<file path="config.mk">
export PLATFORM = sky130hd
export DESIGN_NAME = sit_ram
export DESIGN_NICKNAME = d
export VERILOG_FILES = /design/src/design/sit_ram.sv
export SDC_FILE = /design/constraint.sdc
export NUM_CORES = 1
export LEC_CHECK = 0
export ABC_AREA = 1
export BUFFER_PORTS_ARGS = -buffer_cell sky130_fd_sc_hd__buf_2
export CAP_MARGIN = 20
export CELL_PAD_IN_SITES_DETAIL_PLACEMENT = 0
export CELL_PAD_IN_SITES_GLOBAL_PLACEMENT = 1
export CORE_UTILIZATION = 28
export CTS_CLUSTER_SIZE = 10
export DETAILED_ROUTE_END_ITERATION = 7
export HOLD_SLACK_MARGIN = 0.03
export PLACE_DENSITY = 0.58
export SLEW_MARGIN = 15
export SYNTH_ARGS = -nofsm -noshare
export SYNTH_HDL_FRONTEND = slang
export SYNTH_SLANG_ARGS = --single-unit
</file>
<file path="constraint.sdc">
create_clock -name clk -period 5.9 [get_ports clk]
set_clock_uncertainty 0.1 [all_clocks]
set_input_delay 0.885 -clock clk [delete_from_list [all_inputs] [get_ports clk]]
set_output_delay 0.885 -clock clk [all_outputs]
set_load 0.01 [all_outputs]
</file>
<file path="src/design/sit_ram.sv">
module sit_ram #(
	parameter int WIDTH = 8,
	parameter int DEPTH = 64
) (
	input  logic                     clk,
	input  logic                     we,
	input  logic [$clog2(DEPTH)-1:0] waddr,
	input  logic [WIDTH-1:0]         wdata,
	input  logic [$clog2(DEPTH)-1:0] raddr,
	output logic [WIDTH-1:0]         rdata
);

	logic [WIDTH-1:0] mem [DEPTH];

	// one write port, registered read
	always_ff @(posedge clk) begin
		if (we) mem[waddr] <= wdata;
		rdata <= mem[raddr];
	end

endmodule

</file>
Yosys cells after proc, flatten, opt, wreduce, memory -nomap -nowiden
Memory sizes are Yosys's and may differ from the RTL's. A register that Yosys moved wholly into a read port is not among the register bits. Cells that the tools add are included.

Reduce and logical (&&, ||, !) cells: 0. Bitwise gates (word level): 0. Shifts and indexed selects: 0. Magnitude comparators: 0. Multiply operators: 0. Divide/modulo/power cells: 0. Multiplexer cells: 2. Add/sub/neg operators: 0. Eq/ne operators: 0.

Operators with widths (number): two-way mux 1 bit (2).

ROM bits: 0. Latch bits: 0. Bits in registers: 0. Input bits: 22. Word-level logic and storage cells: 3. Bits in writable memories: 512. Memories kept: 1.

Memory list: mem (depth 64, width 8, read ports 1, clocked after memory_dff 1, write ports 1, RTL line 13) `logic [WIDTH-1:0] mem [DEPTH];`.

Depth between registers and ports, before layout
Gate-level depths: netlist (run 1).

Depth after elaboration: 2. Mapped depth: 12. Mapped depth without buffers: 9.

Worst setup path after synthesis (run 1)
OpenSTA, ideal clock, no wires.

Path kind: input -> register. Start: input port we. End: memory mem[48][0], enable pin. Path slack: 3149 ps. Path buffers: 1. Library setup time: 395 ps. Data arrival time: 2256 ps. Data required time: 5405 ps. Stages: 3. Cells stage by stage: clkbuf_1 > nand4_1 > nor4_1.

Word-level cells in the longest chain between the ends: 2.

RTL lines: from (decl) (RTL line 6) `input logic we,`; two-way mux 1 bit (RTL line 17) `if (we) mem[waddr] <= wdata;`; two-way mux 1 bit (not written as such) (RTL line 17); to (decl) (RTL line 13).

Every way passes these cells.

==> impl_metrics.ini, run 1 <==
[run_status]
status = finished, final reports clean

[global_route]
grt_util_met1_pct = 22.08
busiest_layer = met2
gr-total-overflow = 0
grt_max_degree = 203
antenna_found_initial = 2
track_usage_pct = 15.35
met3_usage_pct = 2.938
grt_pass1_vias = 13565
grt_pass1_wl_um = 89020
met2_usage_pct = 23.47

[route]
viasPerCell = 4.777
drt_pass1_iterations = 5
drc = 0
ant_nets = 0
wl_per_cell_um = 20.94
drt_wl_total_um = 59260
drtIter0Drc = 1027
dr_total_vias = 13519

[power]
finalPower_mw = 7.887
leakagePower_nw = 8.326
p_per_area_mw_per_mm2 = 330.6
vdd_ir_drop_max_v = 0.0002088

[setup_path]
worst_path_most_repeated_cell = nand3_1
max_stage_delay_ns = 0.56
start_kind = primary input
cp.arrival_ns = 3.54
worstPathRequired_ns = 6.34
crit_chain = buf_4, inv_4, buf_12, nand3_1, nand3_1, nand2_1, nand2_1, nand3_1, nand3_1, nand2_1
end_kind = register
crit_family = buffers and inverters
crit_buf_inv = 3
crit_type = in -> reg
cp_max_fo = 81
crit_path_top_delay_cell = inv_4

[timing]
hold_viol = 0
fin_crit_sh_pct = 52.49
fin_crit_ns = 3.097
finalSetupTns_ns = 0
setup_viol = 0
worstMarginPinSlew_ns = 1.081
relSlewSlack_pct = 27.93
slew_violations = 0
fmax_mhz = 322.9
rsz0062_at_grt = no

[floorplanning]
start_util_pct = 28.47
core_area_mm2 = 0.07495
rows = 100
io_pins = 30
dieWidth_um = 278.1
dieArea_mm2 = 0.07732
die_y_um = 278.1

[clock_network]
clkTransAtPathRegs_ns = 0.06
cts-resized-gates = 0
cts_root_buf = clkbuf_16
insertion_delay_ns = 0.62
hold_buffers = 0
cts.path.max_buffers = 3
cts_tree = built
numCtsBuffers = 58
htreeDepth = 2
cts.sinks = 520
cts_setup_buffers = 0

[synthesis]
synth_area_leaders = edfxtp_1 (72%), nand2_1 (11%), nand3_1 (10%)
synth_seq_area_share_pct = 72.80
synth_nets = 1827
syn_area_mm2 = 0.02134
synth_top_area_cell = edfxtp_1
ys_ff_latch = 520
synth_top_area_share_pct = 72.05
postSynthCellCount = 1805
synth.avg_cell_area_um2 = 11.82
yosysWarnings = 0
synth.distinct_cells = 16

[layout]
layout.cells.most_common = nand2_1
layout_common_cells = nand2_1 (648), edfxtp_1 (512), nand3_1 (439), clkbuf_16 (58), nor2_1 (56)
area_growth_pct = 11.79
fillCellCount = 7625
drive_gt1_share_pct = 6.670
fin_nets = 1831

[min_path]
min_path_type = in -> reg

[placement]
dpl.hpwl_um = 32360
portBuffers = 29
gp_congestion = 0.7587

[job]
drv_cap = 0
## worst min-delay path: cells and delay by family
kind	cells	cell delay, ns
buffers and inverters	1	0.19
AND/OR/NAND/NOR	2	0.15
## state kept, by name, indices dropped and copies added (netlist names)
signal and count:
mem 512, rdata 8
## layer usage
| layer | share of wire (%) | routed length (um) |
|---|---|---|
| met2 | 45 | 26400 |
| met1 | 48 | 28190 |
| met3 | 5.7 | 3373 |
| met5 | 0.019 | 11 |
| met4 | 2.2 | 1281 |
## per-stage QoR
step / cell area [um^2] / hold WS [ns] / util (%) / setup WS, ns / instances
floorplan: 21340 / 0.6217 / - / 3.149 / 1805
global placement: 22130 / 0.6599 / 29.53 / 2.138 / 2717
detailed placement: 22130 / 0.6754 / 29.53 / 2.114 / 2717
CTS: 23820 / 0.5236 / 31.78 / 2.763 / 2827
global route: 23850 / 0.5578 / 31.82 / 2.690 / 2828
finish: 23850 / 0.5656 / 31.83 / 2.803 / 2830
## power breakdown
group	internal [mW]	leakage (nW)	switching, mW
Combinational	0.112	2.85	0.371
Sequential	4.09	4.67	0.0114
Clock	1.87	0.801	1.43
Total	6.07	8.33	1.81
## final timing paths
check	startpoint	end	slack (ns)	cells past startpoint
max reg2reg	mem[5][2]	rdata[2]	4.28	8
max	raddr[1]	rdata[2]	2.80	10
min	raddr[5]	rdata[5]	0.57	3
min reg2reg	mem[36][5]	rdata[5]	0.69	8
## cells in the mapped netlist
cell      count
nand4_1       9
clkbuf_1     15
buf_6        35
buf_2        37
nand3_1     439
buf_4        14
dfxtp_1       8
inv_1        10
nor2_1       56
buf_1        10
edfxtp_1    512
buf_8         2
nor4_1        8
nand2_1     648
inv_6         1
inv_2         1
## final cells by class
| type | instances | area [um^2] | area share (%) |
|---|---|---|---|
| clock inverter | 3 | 33.78 | 0.1416 |
| multi-input combinational | 1160 | 4946 | 20.73 |
| clock buffer | 107 | 1655 | 6.939 |
| antenna | 2 | 5.005 | 0.02098 |
| tap | 969 | 1212 | 5.083 |
| timing repair buffer | 57 | 411.6 | 1.726 |
| inverter | 12 | 55.05 | 0.2308 |
| sequential | 520 | 15530 | 65.12 |
## kinds of logic after synthesis
family	count (synthesis)	share of synthesized area, %
simple gates	1160	23.18
flops	520	72.80
buf+inv	125	4.022
No activity file was read; power rests on OpenSTA's default activity.
==> inputs of run 2 (changes only) <==
clock period = 3.1 ns   (was 5.9 ns; I/O delays follow)
==> run 2 against run 1 <==
  * Largest power group unchanged
  * Highest routed layer unchanged
  * Cell area is 3.0% higher
  * Register-to-register slack worse by 2.8 ns
  * Utilization rose by 0.95 points
  * Critical endpoint is now rdata[3]
  * Count of clock-buffer cells in the layout shrank 18
==> impl_metrics.ini, run 2 (same netlist as run 1, synthesis figures left out) <==
[timing]
fmax_mhz = 510.2
fin_crit_ns = 1.960
finalSetupTns_ns = 0
hold_viol = 0
hold_ws_ns = 0.1534
fin_crit_sh_pct = 63.23
worstMarginPinSlew_ns = 0.8046
setup_viol = 0
rsz0062_at_grt = no
relSlewSlack_pct = 46.36
slew_violations = 0

[clock_network]
cts.sinks = 520
cts_setup_buffers = 0
clkTransAtPathRegs_ns = 0.05
cts.path.max_buffers = 3
insertion_delay_ns = 0.61
cts_root_buf = clkbuf_16
cts-resized-gates = 0
htreeDepth = 2
hold_buffers = 0
cts_tree = built
numCtsBuffers = 59

[route]
drt_wl_total_um = 59930
viasPerCell = 4.801
wl_per_cell_um = 20.74
dr_total_vias = 13874
drt_pass1_iterations = 7
drc = 0
ant_nets = 0
drtIter0Drc = 1220

[layout]
top_regs = mem: 512 flops, rdata: 8 flops
fillCellCount = 7453
area_growth_pct = 15.13
layout.cells.most_common = nand2_1
stdcell_count = 2890
final_util_pct = 32.78
largest_register_ffs = 512
regMostFlops = mem
layout_common_cells = nand2_1 (648), edfxtp_1 (512), nand3_1 (439), buf_4 (89), clkbuf_16 (61)
final_area_mm2 = 0.02457
drive_gt1_share_pct = 10.37
fin_nets = 1908

[placement]
portBuffers = 29
dpl.hpwl_um = 34810
gp_congestion = 0.7838
dpl_cell_area_mm2 = 0.02289
dp.cells = 2794

[setup_path]
max_stage_delay_ns = 0.36
crit_chain = clkbuf_8, inv_8, buf_12, nand2_1, nand3_1, nand3_1, nand2_1, nand2_1, nand3_1, nand3_1, nand2_1
crit_cells = 11
rr_endpoint = rdata[2]
crit_path_top_delay_cell = inv_8
cp_max_fo = 65
worstPathRequired_ns = 3.54
crit_family = simple AND/OR/NAND/NOR gates
crit_type = in -> reg
reg2reg_from = mem[21][2]
cp.arrival_ns = 2.40
crit_path_end = rdata[3]
end_kind = register
regToRegSetupSlack_ns = 1.49
ff2ff_path_depth = 8
crit_buf_inv = 3
start_kind = primary input
crit_start = raddr[0]

[floorplanning]
io_pins = 30
rows = 100
die_y_um = 278.1
core_area_mm2 = 0.07495
dieArea_mm2 = 0.07732
start_util_pct = 28.47
dieWidth_um = 278.1

[run_status]
status = finished, final reports clean

[global_route]
gr-total-overflow = 0
track_usage_pct = 15.39
antenna_found_initial = 3
grt_pass1_vias = 13628
grt_pass1_wl_um = 89320
grt_max_degree = 134

[power]
leakagePower_nw = 8.789
p_per_area_mw_per_mm2 = 613.8
vdd_ir_drop_max_v = 0.0004673

[job]
drv_cap = 0

[min_path]
worstHoldPathCells = 3
min_path_type = in -> reg
[run 2: worst min-delay path by stage]
stage          startpoint   endpoint  slack [ns]
6_report         raddr[5]   rdata[3]        0.15
5_1_grt          raddr[5]   rdata[3]        0.15
4_1_cts          raddr[5]   rdata[5]        0.12
3_5_place_dp   mem[34][0]   rdata[0]        0.70
3_3_place_gp   mem[12][4]   rdata[4]        0.68
2_1_floorplan    wdata[0]  mem[0][0]        0.46
[run 2: metrics by stage]
stage          total power [mW]  setup WS (ns)
6_report                  15.08          1.140
5_1_grt                   15.55          1.030
4_1_cts                   15.24          1.176
3_5_place_dp              8.926         0.5218
3_3_place_gp              8.923         0.5440
2_1_floorplan             8.497         0.7689
[run 2: metal layers]
metal | track usage, % | up-vias | part of all wire (%)
li1 | - | 6516 | -
met1 | 22.35 | 6914 | 48
met2 | 23.59 | 360 | 44
met3 | 2.837 | 82 | 5.8
met4 | 3.797 | 2 | 1.8
met5 | 0 | - | 0.012
[run 2: worst register-to-register path, delay by kind of cell, from the launching register on]
| family | cells | cell delay, ns |
|---|---|---|
| AND/OR/NAND/NOR | 8 | 1.01 |
| flip-flops | 1 | 0.37 |
[run 2: layout make-up]
class / instances / area [um^2] / area share, %
diodes: 2 / 5.005 / 0.02037
clock buffers: 89 / 1632 / 6.641
clock inverters: 5 / 46.29 / 0.1884
inverters: 12 / 55.05 / 0.2241
multi-input cells: 1160 / 4946 / 20.13
flip-flops and latches: 520 / 15530 / 63.23
well taps: 969 / 1212 / 4.935
repair buffers: 133 / 1137 / 4.629
[run 2: report_power, final]
group	internal, mW	switching (mW)	total, mW	leakage (nW)
combinational	0.250	0.716	0.966	3.31
sequential	7.78	0.0202	7.80	4.67
clock	3.64	2.67	6.31	0.808
total	11.7	3.40	15.1	8.79
==> inputs of run 3 (changes only) <==
PLACE_DENSITY = 0.6   (was 0.58)
clock period = 1.7 ns   (was 3.1 ns; I/O delays follow)
==> run 3 against run 2 <==
  * Cell area is 5.2% higher
  * Worst setup slack worse by 1.0 ns
  * Total power up 84%
  * Largest power group unchanged
  * Utilization rose by 1.7 points
  * Critical path depth fell by 10
  * Hold slack got worse by 0.096 ns
  * Sequential share of layout area decreased by 3.1 points
  * Register-to-register slack got worse by 1.3 ns
  * Via count up 2.6%
==> impl_metrics.ini, run 3 (same netlist as run 1, synthesis figures left out) <==
[setup_path]
worstPathRequired_ns = 1.34
crit_start = rdata[7]
cp.arrival_ns = 1.23
reg2reg_from = mem[27][4]
crit_chain = buf_2
crit_buf_inv = 1
crit_path_top_delay_cell = dfxtp_1
cp_max_fo = 1
crit_type = reg -> out
start_kind = register
crit_family = flip-flops
regToRegSetupSlack_ns = 0.19
max_stage_delay_ns = 0.42
end_kind = output port

[global_route]
antenna_found_initial = 3
gr-total-overflow = 0
grt_max_degree = 65
met3_usage_pct = 1.914
grt_pass1_vias = 14145
grt_pass1_wl_um = 88150
grt_util_met1_pct = 21.44
busiest_layer = met2
track_usage_pct = 15.16
met2_usage_pct = 24.33

[floorplanning]
core_area_mm2 = 0.07495
dieWidth_um = 278.1
start_util_pct = 28.47
rows = 100
io_pins = 30
dieArea_mm2 = 0.07732
die_y_um = 278.1

[layout]
final_util_pct = 34.49
stdcell_count = 3003
largest_register_ffs = 512
regMostFlops = mem
fin_nets = 2020
layout.cells.most_common = nand2_1
layout_common_cells = nand2_1 (648), edfxtp_1 (512), nand3_1 (439), buf_4 (173), clkbuf_16 (60)
fillCellCount = 7398
final_area_mm2 = 0.02585
drive_gt1_share_pct = 16.53
area_growth_pct = 21.13
multi_input_area_mm2 = 0.005064
register_area_mm2 = 0.01553
top_regs = mem: 512 flops, rdata: 8 flops

[timing]
hold_viol = 0
setup_viol = 0
rsz0062_at_grt = no
fin_crit_sh_pct = 93.28
fin_crit_ns = 1.586
setup_ws_ns = 0.1143
fmax_mhz = 630.6
finalSetupTns_ns = 0
slew_violations = 0
relSlewSlack_pct = 66.67
worstMarginPinSlew_ns = 0.4995

[route]
viasPerCell = 4.742
drtIter0Drc = 1187
wl_per_cell_um = 19.60
ant_nets = 0
drt_pass1_iterations = 6
dr_total_vias = 14239
drc = 0
drt_wl_total_um = 58860

[placement]
portBuffers = 29
gp_congestion = 0.8236
dpl.hpwl_um = 37150
dp.cells = 2901
dp_slack_ns = -0.3314
dpl_cell_area_mm2 = 0.02410

[job]
drv_cap = 0

[clock_network]
clkTransAtPathRegs_ns = 0.06
cts_tree = built
cts.sinks = 520
cts_root_buf = clkbuf_16
cts.path.max_buffers = 3
cts-resized-gates = 0
numCtsBuffers = 60
insertion_delay_ns = 0.63
htreeDepth = 2

[min_path]
hp-start = wdata[0]
min_path_type = in -> reg

[power]
vdd_ir_drop_max_v = 0.0008608
leakagePower_nw = 9.417
p_per_area_mw_per_mm2 = 1075

[run_status]
status = finished, final reports clean
-- run 3: layout make-up --
type | count | share of cell area [%]
diodes | 1 | 0.009681
clock buffers | 89 | 6.307
clock inverters | 8 | 0.2759
inverters | 12 | 0.2469
multi-input cells | 1160 | 19.59
flip-flops and latches | 520 | 60.10
well taps | 969 | 4.691
repair buffers | 244 | 8.776
-- run 3: final timing paths --
path	end	cells past startpoint
worst max register to register	rdata[4]	8
worst max-delay path	rdata[7]	1
worst min register to register	rdata[7]	8
worst min-delay path	mem[6][0]	2
-- run 3: per-layer routing --
layer	share of wire, %	vias to the layer above
met4	1.9	0
met1	47	7082
met2	46	345
met3	4.9	74
li1	-	6738
met5	0	-
-- run 3: what timing repair did --
item | in CTS | in global routing
setup buffers | 0 | 0
hold buffers | 4 | 0
endpoints found under the hold margin | 28 | 0
-- run 3: stage by stage --
step           hold slack, ns  power [mW]
3_3_place_gp           0.5406       16.53
5_1_grt               0.05806       28.67
2_1_floorplan          0.2539       15.52
3_5_place_dp           0.5358       16.54
4_1_cts               0.03976       28.08
6_report              0.05713       27.78
-- run 3: report_power, final --
group | switching [mW] | internal, mW
clock | 4.96 | 6.55
sequential | 0.0445 | 14.2
combinational | 1.36 | 0.670
total | 6.36 | 21.4
